===== src/sv/jnorm_pkg.sv =====
// Shared types and constants for the joystick axis normalizer.
// Holds the request structs, the register map and the divider status struct.
// No dependencies.
`default_nettype none

package jnorm_pkg;

  // Fixed field widths
  localparam int SAMPLE_W  = 12;
  localparam int CENTER_W  = 12;
  localparam int DB_W      = 11;
  localparam int FS_W      = 12;
  localparam int POS_W     = 16;
  localparam int LOW_W     = 16;
  localparam int CFG_W     = 12;
  localparam int CFG_IDX_W = 2;

  // Signed working width for center offsets and span
  localparam int OFS_W = SAMPLE_W + 1;

  // Divider: one quotient bit per step, Q1.15 result needs 16 bits
  localparam int DIV_STEPS = 16;
  localparam int DIV_CNT_W = 4;
  localparam int REM_W     = SAMPLE_W + 1;

  // Reset values and limits
  localparam logic [CENTER_W-1:0] CENTER_RESET = 12'd2048;
  localparam logic [DB_W-1:0]     DB_RESET     = 11'd0;
  localparam logic [FS_W-1:0]     FS_RESET     = 12'd2047;
  localparam logic [LOW_W-1:0]    NO_MINIMUM   = 16'hFFFF;
  localparam logic [POS_W-1:0]    POS_MAX      = 16'h7FFF;

  // Configuration register indexes
  typedef enum logic [CFG_IDX_W-1:0] {
    CFG_CENTER_V = 2'd0,
    CFG_CENTER_H = 2'd1,
    CFG_DEADBAND = 2'd2,
    CFG_FULL_SCALE = 2'd3
  } cfg_reg_t;

  typedef struct packed {
    logic                axis;
    logic [SAMPLE_W-1:0] sample;
  } jnorm_in_t;

  typedef struct packed {
    logic                axis_out;
    logic [POS_W-1:0]    position;
    logic [LOW_W-1:0]    lowest_seen;
    logic [SAMPLE_W-1:0] highest_seen;
    logic                span_error;
  } jnorm_out_t;

  typedef struct packed {
    logic busy;
    logic done;
  } div_status_t;

endpackage

`default_nettype wire


===== src/sv/jnorm_extremes.sv =====
// Per-axis lowest and highest sample tracker.
// Updates on a strobe and holds the values reported for the current sample.
// Depends on jnorm_pkg.
`default_nettype none

module jnorm_extremes #(
  parameter int AXIS_COUNT = 2
) (
  input  wire logic                          clk,
  input  wire logic                          rst,
  input  wire logic                          update,
  input  wire logic                          axis,
  input  wire logic [jnorm_pkg::SAMPLE_W-1:0] sample,
  output logic [jnorm_pkg::LOW_W-1:0]        lowest,
  output logic [jnorm_pkg::SAMPLE_W-1:0]     highest
);
  import jnorm_pkg::*;

  // The axis field is one bit wide, so at most two slots are reachable
  localparam int SLOTS = (AXIS_COUNT > 2) ? 2 : AXIS_COUNT;

  logic [SAMPLE_W-1:0] min_val [SLOTS];
  logic [SLOTS-1:0]    min_seen;
  logic [SAMPLE_W-1:0] max_val [SLOTS];
  logic [SAMPLE_W-1:0] min_next;
  logic [SAMPLE_W-1:0] max_next;

  // New extremes including the current sample
  always_comb begin
    if (!min_seen[axis] || (sample < min_val[axis])) begin
      min_next = sample;
    end else begin
      min_next = min_val[axis];
    end
    if (sample > max_val[axis]) begin
      max_next = sample;
    end else begin
      max_next = max_val[axis];
    end
  end

  // Store extremes and hold the reported pair
  always_ff @(posedge clk) begin
    if (rst) begin
      min_seen <= '0;
      for (int i = 0; i < SLOTS; i++) begin
        max_val[i] <= '0;
      end
    end else if (update) begin
      min_seen[axis] <= 1'b1;
      min_val[axis]  <= min_next;
      max_val[axis]  <= max_next;
    end
  end

  always_ff @(posedge clk) begin
    if (update) begin
      lowest  <= LOW_W'(min_next);
      highest <= max_next;
    end
  end

  // A tracked axis never reports a minimum above its maximum
  a_min_le_max: assert property (@(posedge clk) disable iff (rst)
    $past(update) && !$past(rst) |-> lowest <= LOW_W'(highest))
    else $error("lowest above highest after update");

  // Reset empties every slot
  a_reset_clears: assert property (@(posedge clk)
    rst |=> min_seen == '0)
    else $error("minimum slots not cleared by reset");

  // An update marks its slot as seen
  a_update_seen: assert property (@(posedge clk) disable iff (rst)
    update |=> min_seen[$past(axis)])
    else $error("slot not marked after update");

endmodule

`default_nettype wire


===== src/sv/jnorm_divider.sv =====
// Iterative restoring divider, one quotient bit per cycle.
// Computes (mag * 32768) / span for mag <= span, giving a 16-bit quotient.
// Depends on jnorm_pkg.
`default_nettype none

module jnorm_divider (
  input  wire logic                          clk,
  input  wire logic                          rst,
  input  wire logic                          start,
  input  wire logic [jnorm_pkg::SAMPLE_W-1:0] mag,
  input  wire logic [jnorm_pkg::SAMPLE_W-1:0] span,
  output logic [jnorm_pkg::POS_W-1:0]        quotient,
  output jnorm_pkg::div_status_t             status
);
  import jnorm_pkg::*;

  logic [REM_W-1:0]     rem;
  logic [SAMPLE_W-1:0]  divisor;
  logic [DIV_CNT_W-1:0] cnt;
  logic                 fits;
  logic [REM_W-1:0]     diff;
  logic [REM_W-1:0]     rem_next;

  // Trial subtract, keep on success, then shift for the next bit
  always_comb begin
    fits     = rem >= {1'b0, divisor};
    diff     = rem - {1'b0, divisor};
    rem_next = fits ? {diff[REM_W-2:0], 1'b0} : {rem[REM_W-2:0], 1'b0};
  end

  // Control: busy while stepping through DIV_STEPS quotient bits, then a one-cycle done
  always_ff @(posedge clk) begin
    if (rst) begin
      status <= '0;
      cnt    <= '0;
    end else if (start) begin
      status.busy <= 1'b1;
      status.done <= 1'b0;
      cnt         <= '0;
    end else if (status.busy) begin
      cnt <= cnt + 1'b1;
      if (cnt == DIV_CNT_W'(DIV_STEPS - 1)) begin
        status.busy <= 1'b0;
        status.done <= 1'b1;
      end
    end else begin
      status.done <= 1'b0;
    end
  end

  // Datapath
  always_ff @(posedge clk) begin
    if (start) begin
      rem      <= {1'b0, mag};
      divisor  <= span;
      quotient <= '0;
    end else if (status.busy) begin
      rem      <= rem_next;
      quotient <= {quotient[POS_W-2:0], fits};
    end
  end

  // Start leads to a busy unit
  a_start_busy: assert property (@(posedge clk) disable iff (rst)
    start |=> status.busy)
    else $error("divider not busy after start");

  // Busy and done never overlap
  a_busy_done: assert property (@(posedge clk) disable iff (rst)
    !(status.busy && status.done))
    else $error("divider busy and done together");

  // After the first step the remainder stays below twice the divisor
  a_rem_bound: assert property (@(posedge clk) disable iff (rst)
    status.busy && cnt != '0 |-> rem < {divisor, 1'b0})
    else $error("divider remainder out of range");

endmodule

`default_nettype wire


===== src/sv/joystick_axis_normalizer.sv =====
// Joystick axis normalizer: one request per converter sample gives one result with a
// signed Q1.15 position, the lowest and highest samples seen on that axis, and a span
// error flag. Only one request is in flight: the input takes no new request until the
// previous one has loaded the output register. A request passes through capture, the
// offset and clamp states, the 16-step shared restoring divider and the output load,
// which waits while a held result is not taken. When full scale does not exceed the
// deadband the divider is skipped. The output register holds a finished result until
// taken, while the next request is already accepted. The user must write configuration
// through a plain write port while the block is idle; the block does not enforce this.
// Depends on jnorm_pkg, jnorm_extremes and jnorm_divider.
`default_nettype none

module joystick_axis_normalizer #(
  parameter int AXIS_COUNT = 2
) (
  input  wire logic                           clk,
  input  wire logic                           rst,
  input  wire logic                           in_valid,
  output logic                                in_ready,
  input  wire jnorm_pkg::jnorm_in_t           in_data,
  output logic                                out_valid,
  input  wire logic                           out_ready,
  output jnorm_pkg::jnorm_out_t               out_data,
  input  wire logic                           cfg_write,
  input  wire logic [jnorm_pkg::CFG_IDX_W-1:0] cfg_index,
  input  wire logic [jnorm_pkg::CFG_W-1:0]    cfg_data
);
  import jnorm_pkg::*;

  typedef enum logic [4:0] {
    ST_IDLE   = 5'b00001,
    ST_OFFSET = 5'b00010,
    ST_CLAMP  = 5'b00100,
    ST_DIVIDE = 5'b01000,
    ST_WRITE  = 5'b10000
  } state_t;

  state_t state;
  state_t state_next;

  // Configuration registers
  logic [CENTER_W-1:0] center_vertical;
  logic [CENTER_W-1:0] center_horizontal;
  logic [DB_W-1:0]     deadband;
  logic [FS_W-1:0]     full_scale;

  // Request hold registers
  logic                axis_in;
  logic                axis_sel;
  logic [SAMPLE_W-1:0] sample;

  // Offset stage
  logic signed [OFS_W-1:0] center_s;
  logic signed [OFS_W-1:0] db_s;
  logic signed [OFS_W-1:0] ofs;
  logic signed [OFS_W-1:0] ofs_db_next;
  logic signed [OFS_W-1:0] ofs_db;
  logic signed [OFS_W-1:0] span_next;
  logic signed [OFS_W-1:0] span;
  logic                    span_error;

  // Clamp stage
  logic [SAMPLE_W-1:0] mag_next;
  logic [SAMPLE_W-1:0] mag;
  logic                neg;
  logic                div_start;

  // Divider and extremes
  logic [POS_W-1:0]    quotient;
  div_status_t         div_status;
  logic [LOW_W-1:0]    lowest;
  logic [SAMPLE_W-1:0] highest;
  logic [POS_W-1:0]    position;
  logic                load_out;

  // Write configuration
  always_ff @(posedge clk) begin
    if (rst) begin
      center_vertical   <= CENTER_RESET;
      center_horizontal <= CENTER_RESET;
      deadband          <= DB_RESET;
      full_scale        <= FS_RESET;
    end else if (cfg_write) begin
      unique case (cfg_reg_t'(cfg_index))
        CFG_CENTER_V:   center_vertical   <= cfg_data[CENTER_W-1:0];
        CFG_CENTER_H:   center_horizontal <= cfg_data[CENTER_W-1:0];
        CFG_DEADBAND:   deadband          <= cfg_data[DB_W-1:0];
        CFG_FULL_SCALE: full_scale        <= cfg_data[FS_W-1:0];
        default: ;
      endcase
    end
  end

  // Sequencer
  always_comb begin
    state_next = state;
    unique case (state)
      ST_IDLE:   if (in_valid) state_next = ST_OFFSET;
      ST_OFFSET: state_next = ST_CLAMP;
      ST_CLAMP:  state_next = span_error ? ST_WRITE : ST_DIVIDE;
      ST_DIVIDE: if (div_status.done) state_next = ST_WRITE;
      ST_WRITE:  if (load_out) state_next = ST_IDLE;
      default:   state_next = ST_IDLE;
    endcase
  end

  always_ff @(posedge clk) begin
    if (rst) begin
      state <= ST_IDLE;
    end else begin
      state <= state_next;
    end
  end

  assign in_ready = (state == ST_IDLE);

  // Capture the request; axes past the configured count fall back to axis 0
  always_ff @(posedge clk) begin
    if (in_valid && in_ready) begin
      axis_in  <= in_data.axis;
      axis_sel <= (AXIS_COUNT > 1) ? in_data.axis : 1'b0;
      sample   <= in_data.sample;
    end
  end

  // Subtract sample from center, remove deadband, form span
  always_comb begin
    center_s  = $signed({1'b0, (axis_sel ? center_horizontal : center_vertical)});
    db_s      = $signed({2'b00, deadband});
    ofs       = center_s - $signed({1'b0, sample});
    span_next = $signed({1'b0, full_scale}) - db_s;
    if (ofs > db_s) begin
      ofs_db_next = ofs - db_s;
    end else if (ofs < -db_s) begin
      ofs_db_next = ofs + db_s;
    end else begin
      ofs_db_next = '0;
    end
  end

  always_ff @(posedge clk) begin
    if (state == ST_OFFSET) begin
      ofs_db     <= ofs_db_next;
      span       <= span_next;
      span_error <= (span_next <= 0);
    end
  end

  // Clamp to plus or minus span and take the magnitude
  always_comb begin
    if ((ofs_db > span) || (ofs_db < -span)) begin
      mag_next = span[SAMPLE_W-1:0];
    end else if (ofs_db < 0) begin
      mag_next = SAMPLE_W'(-ofs_db);
    end else begin
      mag_next = ofs_db[SAMPLE_W-1:0];
    end
  end

  always_ff @(posedge clk) begin
    if (state == ST_CLAMP) begin
      neg <= ofs_db < 0;
    end
  end

  assign mag       = mag_next;
  assign div_start = (state == ST_CLAMP) && !span_error;

  jnorm_extremes #(
    .AXIS_COUNT(AXIS_COUNT)
  ) u_extremes (
    .clk     (clk),
    .rst     (rst),
    .update  (state == ST_OFFSET),
    .axis    (axis_sel),
    .sample  (sample),
    .lowest  (lowest),
    .highest (highest)
  );

  jnorm_divider u_divider (
    .clk      (clk),
    .rst      (rst),
    .start    (div_start),
    .mag      (mag),
    .span     (span[SAMPLE_W-1:0]),
    .quotient (quotient),
    .status   (div_status)
  );

  // Sign and saturate the quotient
  always_comb begin
    if (span_error) begin
      position = '0;
    end else if (neg) begin
      position = -quotient;
    end else if (quotient[POS_W-1]) begin
      position = POS_MAX;
    end else begin
      position = quotient;
    end
  end

  // Output register: load when empty or being drained
  assign load_out = (state == ST_WRITE) && (!out_valid || out_ready);

  always_ff @(posedge clk) begin
    if (rst) begin
      out_valid <= 1'b0;
    end else if (load_out) begin
      out_valid <= 1'b1;
    end else if (out_ready) begin
      out_valid <= 1'b0;
    end
  end

  always_ff @(posedge clk) begin
    if (load_out) begin
      out_data.axis_out     <= axis_in;
      out_data.position     <= position;
      out_data.lowest_seen  <= lowest;
      out_data.highest_seen <= highest;
      out_data.span_error   <= span_error;
    end
  end

  // One request at a time
  a_single_request: assert property (@(posedge clk) disable iff (rst)
    in_valid && in_ready |=> !in_ready)
    else $error("second request taken while busy");

  // A span error result carries a zero position
  a_error_zero: assert property (@(posedge clk) disable iff (rst)
    out_valid && out_data.span_error |-> out_data.position == '0)
    else $error("span error with nonzero position");

  // The divider is running whenever the sequencer waits on it
  a_divide_active: assert property (@(posedge clk) disable iff (rst)
    state == ST_DIVIDE |-> div_status.busy || div_status.done)
    else $error("waiting on an idle divider");

  // The divider is only started with a positive span
  a_start_span: assert property (@(posedge clk) disable iff (rst)
    div_start |-> span > 0)
    else $error("divider started with non-positive span");

endmodule

`default_nettype wire


===== config.mk =====
export PLATFORM = sky130hd
export DESIGN_NAME = joystick_axis_normalizer
export DESIGN_NICKNAME = d
export VERILOG_FILES = /design/src/sv/jnorm_pkg.sv /design/src/sv/jnorm_extremes.sv /design/src/sv/jnorm_divider.sv /design/src/sv/joystick_axis_normalizer.sv
export SDC_FILE = /design/constraint.sdc
export NUM_CORES = 1
export LEC_CHECK = 0
export BUFFER_PORTS_ARGS = -buffer_cell sky130_fd_sc_hd__buf_4
export CAP_MARGIN = 30
export CORE_AREA = 3 3 173 175
export DETAILED_ROUTE_END_ITERATION = 16
export DIE_AREA = 0 0 176 178
export GPL_ROUTABILITY_DRIVEN = 0
export PLACE_DENSITY_LB_ADDON = 0.2
export SLEW_MARGIN = 15
export SYNTH_ARGS = -nofsm -noshare
export SYNTH_HDL_FRONTEND = slang
export SYNTH_SLANG_ARGS = --single-unit

===== constraint.sdc =====
create_clock -name clk -period 4.75 [get_ports clk]
set_input_delay 0.7125 -clock clk [delete_from_list [all_inputs] [get_ports clk]]
set_output_delay 0.7125 -clock clk [all_outputs]
set_load 0.005 [all_outputs]

After elaboration in Yosys (flattened, before gate mapping)

Memories as Yosys holds them, arrays and structs flattened. A register that Yosys moved wholly into a read port is not among the register bits.
Cells that the tools add are included.
W data, S select, Z words.

Bits in registers: 209
RAM bits: 48
Output and inout bits: 48
Word-level logic and storage cells: 122
Memories kept: 2

Add/sub/neg operators: 10
Magnitude comparators: 11
Equality and inequality tests: 12
Mux-type cells: 37
Bitwise operators: 2
Reduce and logical (&&, ||, !) cells: 21

Memory list:

| memory             | words | bits a word | rd ports | clocked after memory_dff | write ports | RTL line             | source |
|---|---|---|---|---|---|---|---|
| u_extremes.max_val | 2     | 12          | 1        | 1                        | 2           | jnorm_extremes.sv:24 | `logic [SAMPLE_W-1:0] max_val [SLOTS];` |
| u_extremes.min_val | 2     | 12          | 1        | 1                        | 1           | jnorm_extremes.sv:22 | `logic [SAMPLE_W-1:0] min_val [SLOTS];` |

Operators with widths:

| cell                  | number |
|---|---|
| $mux W12              | 8 |
| $mux W13              | 3 |
| $lt A13 B13 Y1        | 2 |
| $pmux W5 S5           | 1 |
| $mux W5               | 4 |
| $mux W1               | 16 |
| $mux W16              | 1 |
| $neg A16 Y16          | 1 |
| $mux W15              | 1 |
| $add A13 B12 Y13      | 1 |
| $ge A13 B12 Y1        | 1 |
| $gt A13 B12 Y1        | 1 |
| $gt A13 B13 Y1        | 1 |
| $le A13 B1 Y1 const B | 1 |
| $lt A13 B1 Y1 const B | 1 |
| $neg A11 Y13          | 1 |
| $neg A13 Y13          | 1 |
| $sub A12 B11 Y13      | 1 |
| $sub A12 B12 Y13      | 1 |
| $sub A13 B12 Y13      | 1 |
| $gt A12 B12 Y1        | 1 |
| $lt A12 B12 Y1        | 1 |
| $neg A12 Y12          | 1 |
| $reduce_or A12 Y1     | 1 |
| other kinds (27)      | 41 |

Longest topological paths before layout

Gate-level depths: netlist of the first run.

Word-level depth: 6
Gate-level depth with buffers: 22

Modules after synthesis

A second synthesis of the first run with hierarchy kept.

Cell total of the unflattened synthesis: 1438
Area total of the unflattened synthesis: 15145.8 sq um

Modules (own cells, without submodules):

| module                   | instances | cells an instance | area each (sq um) |
|---|---|---|---|
| joystick_axis_normalizer | 1         | 943               | 8953.6 |
| jnorm_extremes           | 1         | 259               | 3626.0 |
| jnorm_divider            | 1         | 236               | 2566.2 |

Worst setup path before layout of the first run

Ideal clock, no wire load.

Kind: reg-to-reg
Start: reg axis_sel
End: reg ofs_db[6], data pin
Setup time: 0.157 ns
Arrival: 4.748 ns
Data required time: 4.593 ns
Slack: -0.155 ns
Cell stages (with the launch flop): 20
Path buffers: 3
Path through: edfxtp_1 -> clkbuf_1 -> clkbuf_1 -> mux2i_1 -> ha_1 -> inv_1 -> fa_1 -> a211oi_1 -> nor3_1 -> or4_1 -> and2_1 -> ha_1 -> or3_1 -> o211ai_1 -> nor3_1 -> o31a_1 -> a21oi_1 -> buf_2 -> o21ai_0 -> a32oi_1

Longest elaborated chain between the ends: 5

Ends and longest elaborated chain:

| element                                                   | RTL line                                                         | source |
|---|---|---|
| start: declaration                                        | joystick_axis_normalizer.sv:49                                   | `logic axis_sel;` |
| start signal: assignment                                  | joystick_axis_normalizer.sv:121                                  | `axis_sel <= (AXIS_COUNT > 1) ? in_data.axis : 1'b0;` |
| $mux W12 *                                                | joystick_axis_normalizer.sv:128                                  | `center_s = $signed({1'b0, (axis_sel ? center_horizontal : center_vertical)});` |
| $sub A12 B12 Y13 *                                        | joystick_axis_normalizer.sv:130                                  | `ofs = center_s - $signed({1'b0, sample});` |
| $add A13 B12 Y13 / $lt A13 B13 Y1 (equally long branches) | joystick_axis_normalizer.sv:135, joystick_axis_normalizer.sv:134 |  |
| $mux W13                                                  | joystick_axis_normalizer.sv:134                                  | `end else if (ofs < -db_s) begin` |
| $mux W13 *                                                | joystick_axis_normalizer.sv:132                                  | `if (ofs > db_s) begin` |
| net ofs_db_next[6]                                        | joystick_axis_normalizer.sv:56                                   | `logic signed [OFS_W-1:0] ofs_db_next;` |
| end signal: assignment                                    | joystick_axis_normalizer.sv:143                                  | `ofs_db <= ofs_db_next;` |
| end: declaration                                          | joystick_axis_normalizer.sv:57                                   | `logic signed [OFS_W-1:0] ofs_db;` |

The timed path passes the listed nets; every way through them passes the cells marked *.
A chain may end at the register's enable or synchronous reset.

Worst setup path after layout of the first run

Start: reg axis_sel
End: reg ofs_db[10], data pin

Same word-level chain as after synthesis.

==> impl_metrics.json, run 1 <==
{
  "status": "complete, no violations",
  "final_util_pct": 58.3,
  "drtIter0Drc": 779,
  "wl_per_cell_um": 17.1,
  "cap_violations": 0,
  "placedCellCount": 1842,
  "stdcell_count": 1901,
  "fp.dieW_um": 176,
  "maxSlewHeadroom_pct": 44.7,
  "ys_seq_area_share_pct": 47.3,
  "cts_max_level": 1,
  "worst_pin_slew_ns": 0.830,
  "grt_pass1_wl_um": 52100,
  "layout-drive-gt1-share_pct": 13.0,
  "regArea_um2": 6960,
  "fin_ws_ns": 0.151,
  "antenna_found_initial": 0,
  "peakVddDrop_uv": 322,
  "crit_required_ns": 5.01,
  "drt-vias-per-instance": 5.60,
  "avgSynthCellArea_um2": 10.4,
  "clock-sinks": 258,
  "num_rows": 62,
  "io_buffers": 75,
  "drt_pass1_iterations": 5,
  "hold_class": "input pin to flop",
  "ys_types": 72,
  "critPathLaunchType": "flop",
  "wl_um": 32500,
  "worstPathCellList": "buf_4, mux2_2, ha_1, a21o_1, nand2_1, nand3b_1, and2_1, o21a_1, nor2_1, xnor2_1, ha_1, nor4_1, nor2_1, o211ai_1, nor3_1, o31a_1, a21oi_4, buf_4, buf_4, a221oi_2, a31oi_1",
  "place_ws_ns": 0.0659,
  "setup_viol": 0,
  "holdWs_ns": 0.352,
  "syn2layout_area_growth_pct": 13.6,
  "dpl-instance-area_um2": 15700,
  "netlist_area_um2": 14700,
  "design_area_um2": 16700,
  "finalHoldViolations": 0,
  "critPathMostFrequentCell": "buf_4",
  "vias": 10600,
  "nFillCells": 2474,
  "worst_path_largest_cell_delay_ns": 0.46,
  "overflow": 0,
  "ios": 80,
  "grt_pass1_vias": 10100,
  "drc": 0,
  "critPathCaptureType": "flop",
  "ys_seq_elements": 258,
  "clkSlewWorstSetupHoldPaths_ns": 0.07,
  "power_mw": 5.77,
  "path_class": "flop to flop",
  "root_buffer": "clkbuf_16",
  "met2_length_um": 14600,
  "drt.antenna.violating_nets": 0,
  "tns_ns": 0,
  "cp_slowest_cell": "edfxtp_1",
  "power.leakage_nw": 6.69,
  "p_per_area_nw_per_um2": 346,
  "clock_latency_ns": 0.54,
  "wl_met3_um": 1510,
  "skew_ns": 0.0230,
  "synth_edf_count": 179,
  "synth_cells": 1420,
  "start_util_pct": 51.4,
  "die-area_um2": 31300,
  "numCtsBuffers": 28,
  "grt_usage_pct": 20.3,
  "async_reset_ff_share_pct": 0,
  "multiInputGateArea_um2": 7200,
  "drv_slew": 0,
  "core_area_um2": 28600,
  "fin_nets": 1652,
  "yosysWarnings": 0,
  "tritoncts": "built",
  "top_layer_used": "met4",
  "dp_hpwl_um": 24600,
  "min_period_over_period_pct": 96.8,
  "grt_max_degree": 49,
  "die_h_um": 178,
  "synthFlopType": "edfxtp_1",
  "fin_crit_ns": 4.60,
  "timing.fmax_mhz": 217,
  "path_max_fanout": 6,
  "cp.arrival_ns": 4.86,
  "n_antenna_cell": 0,
  "cts.path.max_buffers": 3,
  "wl_met1_um": 15600
}
state kept, by name, summed over array words and instances (netlist names), 2 cells and up, named ones only:
| signal | count |
|---|---|
| state | 5 |
| ofs_db | 13 |
| u_divider.status | 2 |
| u_extremes.min_val | 24 |
| u_divider.cnt | 4 |
| out_data | 42 |
| u_divider.divisor | 12 |
| span | 13 |
| center_vertical | 12 |
| u_divider.quotient | 16 |
| deadband | 11 |
| u_extremes.lowest | 12 |
| u_divider.rem | 13 |
| full_scale | 12 |
| u_extremes.max_val | 24 |
| center_horizontal | 12 |
| u_extremes.min_seen | 2 |
| u_extremes.highest | 12 |
| sample | 12 |
cells in the final DEF (no fill, tap or decap), types with 26 or more instances in the layout:
cell,instances
o21ai_0,35
edfxtp_1,179
ha_1,120
mux2i_1,88
nand3_1,27
nor3_1,35
nor2_1,129
xnor2_1,43
nand2_1,132
dfxtp_1,79
clkbuf_16,30
a21oi_1,94
inv_1,103
mux2_2,26
buf_4,94
timing repair:
item,4_1_cts,5_1_grt
resized for setup,0,12
hold buffers,0,0
buffers inserted,0,7
setup endpoints to repair,0,9
Yosys cell counts (4+ instances only):
| master | n | area, um2 |
|---|---|---|
| or2_2 | 4 | 25.0 |
| ha_1 | 120 | 1500 |
| a21o_1 | 18 | 135 |
| buf_4 | 4 | 30.0 |
| or3_1 | 17 | 106 |
| o2111ai_1 | 4 | 35.0 |
| dfxtp_1 | 79 | 1580 |
| and3_1 | 6 | 37.5 |
| o21a_1 | 15 | 113 |
| nor2_1 | 129 | 484 |
| xor2_1 | 15 | 131 |
| xnor2_1 | 43 | 377 |
| buf_1 | 4 | 15.0 |
| nor4_1 | 8 | 50.1 |
| nand3_1 | 27 | 135 |
| a31oi_1 | 8 | 50.1 |
| a21boi_0 | 4 | 30.0 |
| o31ai_1 | 9 | 67.6 |
| o21ai_0 | 36 | 180 |
| o211ai_1 | 8 | 60.1 |
| nand4_1 | 13 | 81.3 |
| nor3_1 | 37 | 185 |
| inv_1 | 104 | 390 |
| mux2i_1 | 88 | 881 |
| mux2_2 | 26 | 293 |
| or3_4 | 5 | 56.3 |
| a221oi_1 | 5 | 43.8 |
| nand2_1 | 132 | 495 |
| a2111oi_0 | 4 | 35.0 |
| nand2b_1 | 19 | 119 |
| nand3b_1 | 6 | 45.0 |
| fa_1 | 5 | 100 |
| a311oi_1 | 11 | 96.3 |
| nor2b_1 | 19 | 119 |
| and2_1 | 6 | 37.5 |
| edfxtp_1 | 179 | 5380 |
| a211oi_1 | 9 | 67.6 |
| a21oi_1 | 96 | 480 |
| clkbuf_1 | 41 | 154 |
layer usage:
| layer | vias to the layer above | GRT usage, % |
|---|---|---|
| met5 | - | 0 |
| met4 | 0 | 4.65 |
| met3 | 51 | 2.26 |
| met2 | 281 | 32.7 |
| met1 | 5033 | 29.7 |
| li1 | 5276 | - |
final timing paths:
check	from	endpoint	slack, ns	cells past startpoint
setup / recovery	axis_sel	ofs_db[10]	0.15	21
hold / removal	in_data[7]	sample[7]	0.35	1
setup reg to reg	axis_sel	ofs_db[10]	0.15	21
hold reg to reg	u_extremes.highest[6]	out_data[7]	0.42	0
where the power goes:
| group | internal (mW) | switching [mW] |
|---|---|---|
| Clock | 1.28 | 0.862 |
| Combinational | 0.466 | 0.615 |
| Sequential | 2.49 | 0.0614 |
| Total | 4.23 | 1.54 |
layout make-up:
type                    instances  share of cell area (%)
clock buffers                  42                    5.07
multi-input cells            1006                    43.1
flip-flops and latches        258                    41.7
repair buffers                 96                    4.41
well taps                     384                    2.88
inverters                     105                    2.36
clock inverters                10                   0.480
cells by family (layout without fill, tap and decap cells):
logic type / Yosys count / in the layout / share of synthesized area (%)
AND/OR/NAND/NOR: 444 / 444 / 14.4
AO/OA/AOI/OAI: 260 / 260 / 11.4
flip-flops: 258 / 258 / 47.3
buffers and inverters: 159 / 253 / 4.33
adder cells (fa/ha/maj): 125 / 125 / 10.9
multiplexers: 114 / 114 / 7.98
XOR/XNOR: 59 / 59 / 3.61
other: 1 / 4 / 0.0255
worst max-delay path: cells and delay by family, from the launching register on:
kind	cells	cell delay, ns
AO/OA/AOI/OAI	7	1.15
AND/OR/NAND/NOR	7	0.97
adder cells (fa/ha/maj)	2	0.70
flip-flops	1	0.46
buffers and inverters	3	0.43
multiplexers	1	0.33
XOR/XNOR	1	0.26
Note: power is estimated with default switching activity, not from simulation.
==> run 2, diff against run 1 <==
--- a/config.mk
+++ b/config.mk
@@ -11,7 +11,7 @@
 export DETAILED_ROUTE_END_ITERATION = 16
 export DIE_AREA = 0 0 176 178
 export GPL_ROUTABILITY_DRIVEN = 0
-export PLACE_DENSITY_LB_ADDON = 0.2
+export PLACE_DENSITY = 0.71
 export SLEW_MARGIN = 15
 export SYNTH_ARGS = -nofsm -noshare
 export SYNTH_HDL_FRONTEND = slang
==> run 2 against run 1 <==
  * Clock skew decreased by 0.012 ns
  * Flip-flop and latch count stayed put
  * Design area is essentially flat
  * Clock power about the same
  * Maximum frequency is 0.74% higher
==> impl_metrics.json, run 2 (same netlist as run 1, synthesis figures left out) <==
{
  "numCtsBuffers": 28,
  "min_period_over_period_pct": 96.1,
  "drv_slew": 0,
  "hold_class": "input pin to flop",
  "clock-sinks": 258,
  "dp_hpwl_um": 24500,
  "critPathLaunch": "axis_sel",
  "crit_end": "ofs_db[4]",
  "largestRegisters": "out_data (42), u_extremes.max_val (24), u_extremes.min_val (24)",
  "drt.antenna.violating_nets": 0,
  "fin_ws_ns": 0.185,
  "ios": 80,
  "wl_um": 32900,
  "drt_pass1_iterations": 5,
  "critPathMostFrequentCell": "buf_4",
  "n_antenna_cell": 0,
  "regArea_um2": 6960,
  "multiInputGateArea_um2": 7190,
  "die_h_um": 178,
  "start_util_pct": 51.4,
  "io_buffers": 75,
  "drt-vias-per-instance": 5.63,
  "tritoncts": "built",
  "critPathCaptureType": "flop",
  "timing.rr.end": "ofs_db[4]",
  "critPathLaunchType": "flop",
  "nFillCells": 2416,
  "maxSlewHeadroom_pct": 49.2,
  "r2r_cells": 16,
  "finalHoldViolations": 0,
  "worstPathCellList": "buf_4, buf_4, mux2_2, ha_1, a21o_1, or4_1, and2_1, ha_2, or3_1, o211ai_1, nor3_1, o31a_2, buf_12, buf_4, a221oi_1, a21oi_1",
  "path_class": "flop to flop",
  "power.leakage_nw": 6.67,
  "worst_path_largest_cell_delay_ns": 0.55,
  "layout-drive-gt1-share_pct": 13.2,
  "core_area_um2": 28600,
  "largest_register_ff_count": 42,
  "grt_usage_pct": 20.4,
  "skew_ns": 0.0107,
  "cts.path.max_buffers": 3,
  "clock_latency_ns": 0.55,
  "wl_per_cell_um": 17.3,
  "final_cell_mix": "edfxtp_1 (179), nand2_1 (132), nor2_1 (129)",
  "rsz0062_at_grt": "yes",
  "place_ws_ns": 0.0366,
  "r2r_start": "axis_sel",
  "die-area_um2": 31300,
  "fin_crit_ns": 4.57,
  "drtIter0Drc": 852,
  "status": "complete, no violations",
  "cp.arrival_ns": 4.85,
  "syn2layout_area_growth_pct": 13.5,
  "grt_pass1_vias": 10200,
  "cap_violations": 0,
  "peakVddDrop_uv": 275,
  "p_per_area_nw_per_um2": 344,
  "cts_max_level": 1,
  "drc": 0,
  "grt_max_degree": 47,
  "timing.fmax_mhz": 219,
  "root_buffer": "clkbuf_16",
  "num_rows": 62,
  "holdWs_ns": 0.342,
  "vias": 10700,
  "cp_slowest_cell": "or4_1",
  "path_max_fanout": 11,
  "clkSlewWorstSetupHoldPaths_ns": 0.06,
  "setup_viol": 0,
  "overflow": 0,
  "antenna_found_initial": 0,
  "layout_commonest_cell": "edfxtp_1",
  "regToRegSetupSlack_ns": 0.18,
  "fp.dieW_um": 176,
  "fin_nets": 1653,
  "crit_required_ns": 5.04,
  "worst_pin_slew_ns": 0.759,
  "cts_hold_buffers": 0,
  "largest-register": "out_data",
  "grt_pass1_wl_um": 52300
}
## run 2: cell count changes in the layout (fill, tap and decap cells not counted), moves of 2 or more
cell	change
clkbuf_16	-2
clkbuf_8	-5
clkinv_2	+2
ha_2	+4
bufinv_16	+2
ha_1	-5
## run 2: area by class of cell
cell class	instances	share of cell area (%)
timing repair buffer	97	4.54
tap	384	2.88
inverter	105	2.36
sequential	258	41.7
multi-input combinational	1006	43.1
clock buffer	36	4.38
clock inverter	16	1.09
## run 2: timing repair
| action | 4_1_cts | 5_1_grt |
|---|---|---|
| gates resized for setup | 0 | 13 |
| setup buffers | 2 | 3 |
| pin swaps | 0 | 6 |
| setup endpoints to repair | 1 | 13 |
## run 2: layer usage
layer / part of all wire (%) / GRT usage [%] / up-vias
met5: 0 / 0 / -
met4: 2.2 / 5.74 / 0
met3: 5.4 / 2.53 / 59
met2: 46 / 32.6 / 307
met1: 47 / 29.3 / 5062
li1: - / - / 5274
## run 2: worst max-delay path: cells and delay by family (launching register included)
family	cells	cell delay [ns]
AOI/OAI and AO/OA	5	1.16
adders and majority gates	2	0.54
buffers and inverters	4	0.61
DFF	1	0.44
muxes	1	0.36
and+or+nand+nor	4	1.19
## run 2: metrics by stage
stage               area [um2]  TNS, ns  power, mW  std cells  util [%]
floorplan                14700        0       3.35       1423         -
global placement         15700        0       3.58       1844      54.7
detailed placement       15700        0       3.62       1845      54.8
CTS                      16600        0       5.75       1899      58.0
global route             16700   -0.220       6.00       1902      58.3
finish                   16700        0       5.75       1902      58.3
## run 2: power breakdown
part,internal (mW),total [mW],switching (mW)
clock network,1.26,2.13,0.872
logic,0.458,1.07,0.611
registers,2.49,2.55,0.0605
total,4.20,5.75,1.54
## run 2: how the worst min path moves through the flow
stage | start | end | slack (ns) | cells after the start
4_1_cts | in_data[7] | sample[7] | 0.32 | 1
3_3_place_gp | u_extremes.lowest[7] | out_data[20] | 0.40 | 0
6_report | in_data[7] | sample[7] | 0.34 | 1
5_1_grt | in_data[4] | sample[4] | 0.32 | 1
3_5_place_dp | u_extremes.lowest[8] | out_data[21] | 0.40 | 0
2_1_floorplan | u_extremes.highest[9] | out_data[10] | 0.40 | 0
==> run 3, diff against run 2 <==
--- a/config.mk
+++ b/config.mk
@@ -7,11 +7,10 @@
 export LEC_CHECK = 0
 export BUFFER_PORTS_ARGS = -buffer_cell sky130_fd_sc_hd__buf_4
 export CAP_MARGIN = 30
-export CORE_AREA = 3 3 173 175
+export CORE_AREA = 3 3 247 249
 export DETAILED_ROUTE_END_ITERATION = 16
-export DIE_AREA = 0 0 176 178
+export DIE_AREA = 0 0 250 252
 export GPL_ROUTABILITY_DRIVEN = 0
-export PLACE_DENSITY = 0.71
 export SLEW_MARGIN = 15
 export SYNTH_ARGS = -nofsm -noshare
 export SYNTH_HDL_FRONTEND = slang
==> run 3 against run 2 <==
  * Utilization fell by 29 points
  * Register-to-register slack got worse by 0.04 ns
  * Clock power rose by 8%
  * Clock-buffer cell count fell by 6
  * Hold slack got worse by 0.0066 ns
  * Combinational power barely moved
  * Via count rose by 0.43%
  * Final cell count rose by 20%
  * Maximum frequency fell by 0.91%
  * Highest routed layer unchanged
  * Sequential power barely moved
==> impl_metrics.json, run 3 (same netlist as run 1, synthesis figures left out) <==
{
  "status": "complete, no violations",
  "min_period_over_period_pct": 97.0,
  "root_buffer": "clkbuf_16",
  "wl_um": 35200,
  "drt-vias-per-instance": 4.70,
  "num_rows": 89,
  "grt_pass1_wl_um": 55400,
  "regToRegSetupSlack_ns": 0.14,
  "largest-register": "out_data",
  "skew_ns": 0.0216,
  "fin_crit_ns": 4.61,
  "wl_per_cell_um": 15.4,
  "fp.dieW_um": 250,
  "maxSlewHeadroom_pct": 37.7,
  "antenna_found_initial": 0,
  "n_antenna_cell": 0,
  "tns_ns": 0,
  "ios": 80,
  "place_ws_ns": 0.108,
  "finalHoldViolations": 0,
  "grt_usage_pct": 10.7,
  "layout-drive-gt1-share_pct": 12.7,
  "clock-sinks": 258,
  "layout_commonest_cell": "edfxtp_1",
  "die-area_um2": 63000,
  "io_buffers": 75,
  "critPathLaunchType": "flop",
  "dpl-instance-area_um2": 16200,
  "design_area_um2": 17200,
  "peakVddDrop_uv": 241,
  "tritoncts": "built",
  "die_h_um": 252,
  "fin_nets": 1650,
  "critPathMostFrequentCell": "a21oi_1",
  "p_per_area_nw_per_um2": 344,
  "grt_pass1_vias": 10500,
  "cap_violations": 0,
  "drt.antenna.violating_nets": 0,
  "drt_pass1_iterations": 5,
  "drv_slew": 0,
  "crit_required_ns": 5.04,
  "largest_register_ff_count": 42,
  "clock_latency_ns": 0.56,
  "cp_slowest_cell": "edfxtp_1",
  "timing.fmax_mhz": 217,
  "dp_hpwl_um": 27000,
  "final_util_pct": 29.2,
  "start_util_pct": 25.0,
  "cp.arrival_ns": 4.90,
  "cts.path.max_buffers": 3,
  "power.leakage_nw": 6.68,
  "clkSlewWorstSetupHoldPaths_ns": 0.06,
  "path_delay_family": "compound AO/OA/AOI/OAI gates",
  "cts_max_level": 1,
  "syn2layout_area_growth_pct": 17.0,
  "overflow": 0,
  "vias": 10700,
  "grt_max_degree": 47,
  "path_class": "flop to flop",
  "path_max_fanout": 11,
  "core_area_um2": 58900,
  "drc": 0,
  "final_cell_mix": "edfxtp_1 (179), nand2_1 (132), nor2_1 (129)",
  "largestRegisters": "out_data (42), u_extremes.max_val (24), u_extremes.min_val (24)",
  "hold_class": "input pin to flop",
  "crit_buf_inv": 3,
  "rsz0062_at_grt": "yes",
  "worst_pin_slew_ns": 0.934,
  "numCtsBuffers": 28,
  "critPathCaptureType": "flop",
  "drtIter0Drc": 693,
  "holdWs_ns": 0.336,
  "setup_viol": 0,
  "worst_path_largest_cell_delay_ns": 0.43,
  "fin_ws_ns": 0.143,
  "worstPathCellList": "buf_6, mux2_2, ha_1, a21o_1, a21oi_1, o21ai_0, a21oi_1, o21ai_1, inv_1, ha_1, nor2b_1, nand2b_1, a311o_1, o21ba_2, o32ai_2, a21oi_4, buf_4, a221oi_1, a21oi_1"
}
## run 3: cell count changes in the layout (fill, tap and decap cells not counted), sizes merged
| cell | delta |
|---|---|
| buf | -3 |
| bufinv | +2 |
| clkbuf | -6 |
| clkinvlp | +1 |
| inv | +2 |
## run 3: routing by layer
layer / vias to the layer above / part of all wire, % / track usage (%)
li1: 5268 / - / -
met1: 5148 / 48 / 15.3
met2: 283 / 45 / 17.0
met3: 49 / 5.6 / 1.85
met4: 0 / 2.0 / 2.44
met5: - / 0 / 0
## run 3: power by group
part	internal [mW]	switching (mW)	total, mW
registers	2.49	0.0557	2.54
logic	0.450	0.633	1.08
clock network	1.38	0.904	2.29
total	4.32	1.59	5.91
## run 3: final cells by class
cell class | instances | area [um2]
fillers | 5972 | 41700
multi-input cells | 1006 | 7170
flip-flops and latches | 258 | 6960
well taps | 773 | 967
repair buffers | 94 | 734
clock buffers | 30 | 729
inverters | 105 | 394
clock inverters | 21 | 240
## run 3: final timing paths
kind	from	end	depth (start not counted)
setup / recovery	axis_sel	ofs_db[4]	19
hold / removal	in_data[8]	sample[8]	1
setup reg to reg	axis_sel	ofs_db[4]	19
hold reg to reg	u_extremes.lowest[7]	out_data[20]	0
## run 3: through the flow
| step | power, mW | cells |
|---|---|---|
| 3_5_place_dp | 3.64 | 2234 |
| 6_report | 5.91 | 2287 |
| 5_1_grt | 6.18 | 2287 |
| 4_1_cts | 5.94 | 2285 |
| 2_1_floorplan | 3.35 | 1423 |
| 3_3_place_gp | 3.61 | 2232 |
## run 3: repair_timing
item | CTS | global route
endpoints found under the setup margin | 0 | 9
buffers inserted | 0 | 2
hold buffers | 0 | 0
gates resized for setup | 0 | 7
## run 3: worst reg2reg max path, delay by kind of cell, from the launching register on
kind,cells,cell delay (ns)
buf+inv,3,0.48
compound gates,11,2.23
flops,1,0.43
simple gates,2,0.25
mux,1,0.36
fa+ha+maj,2,0.57
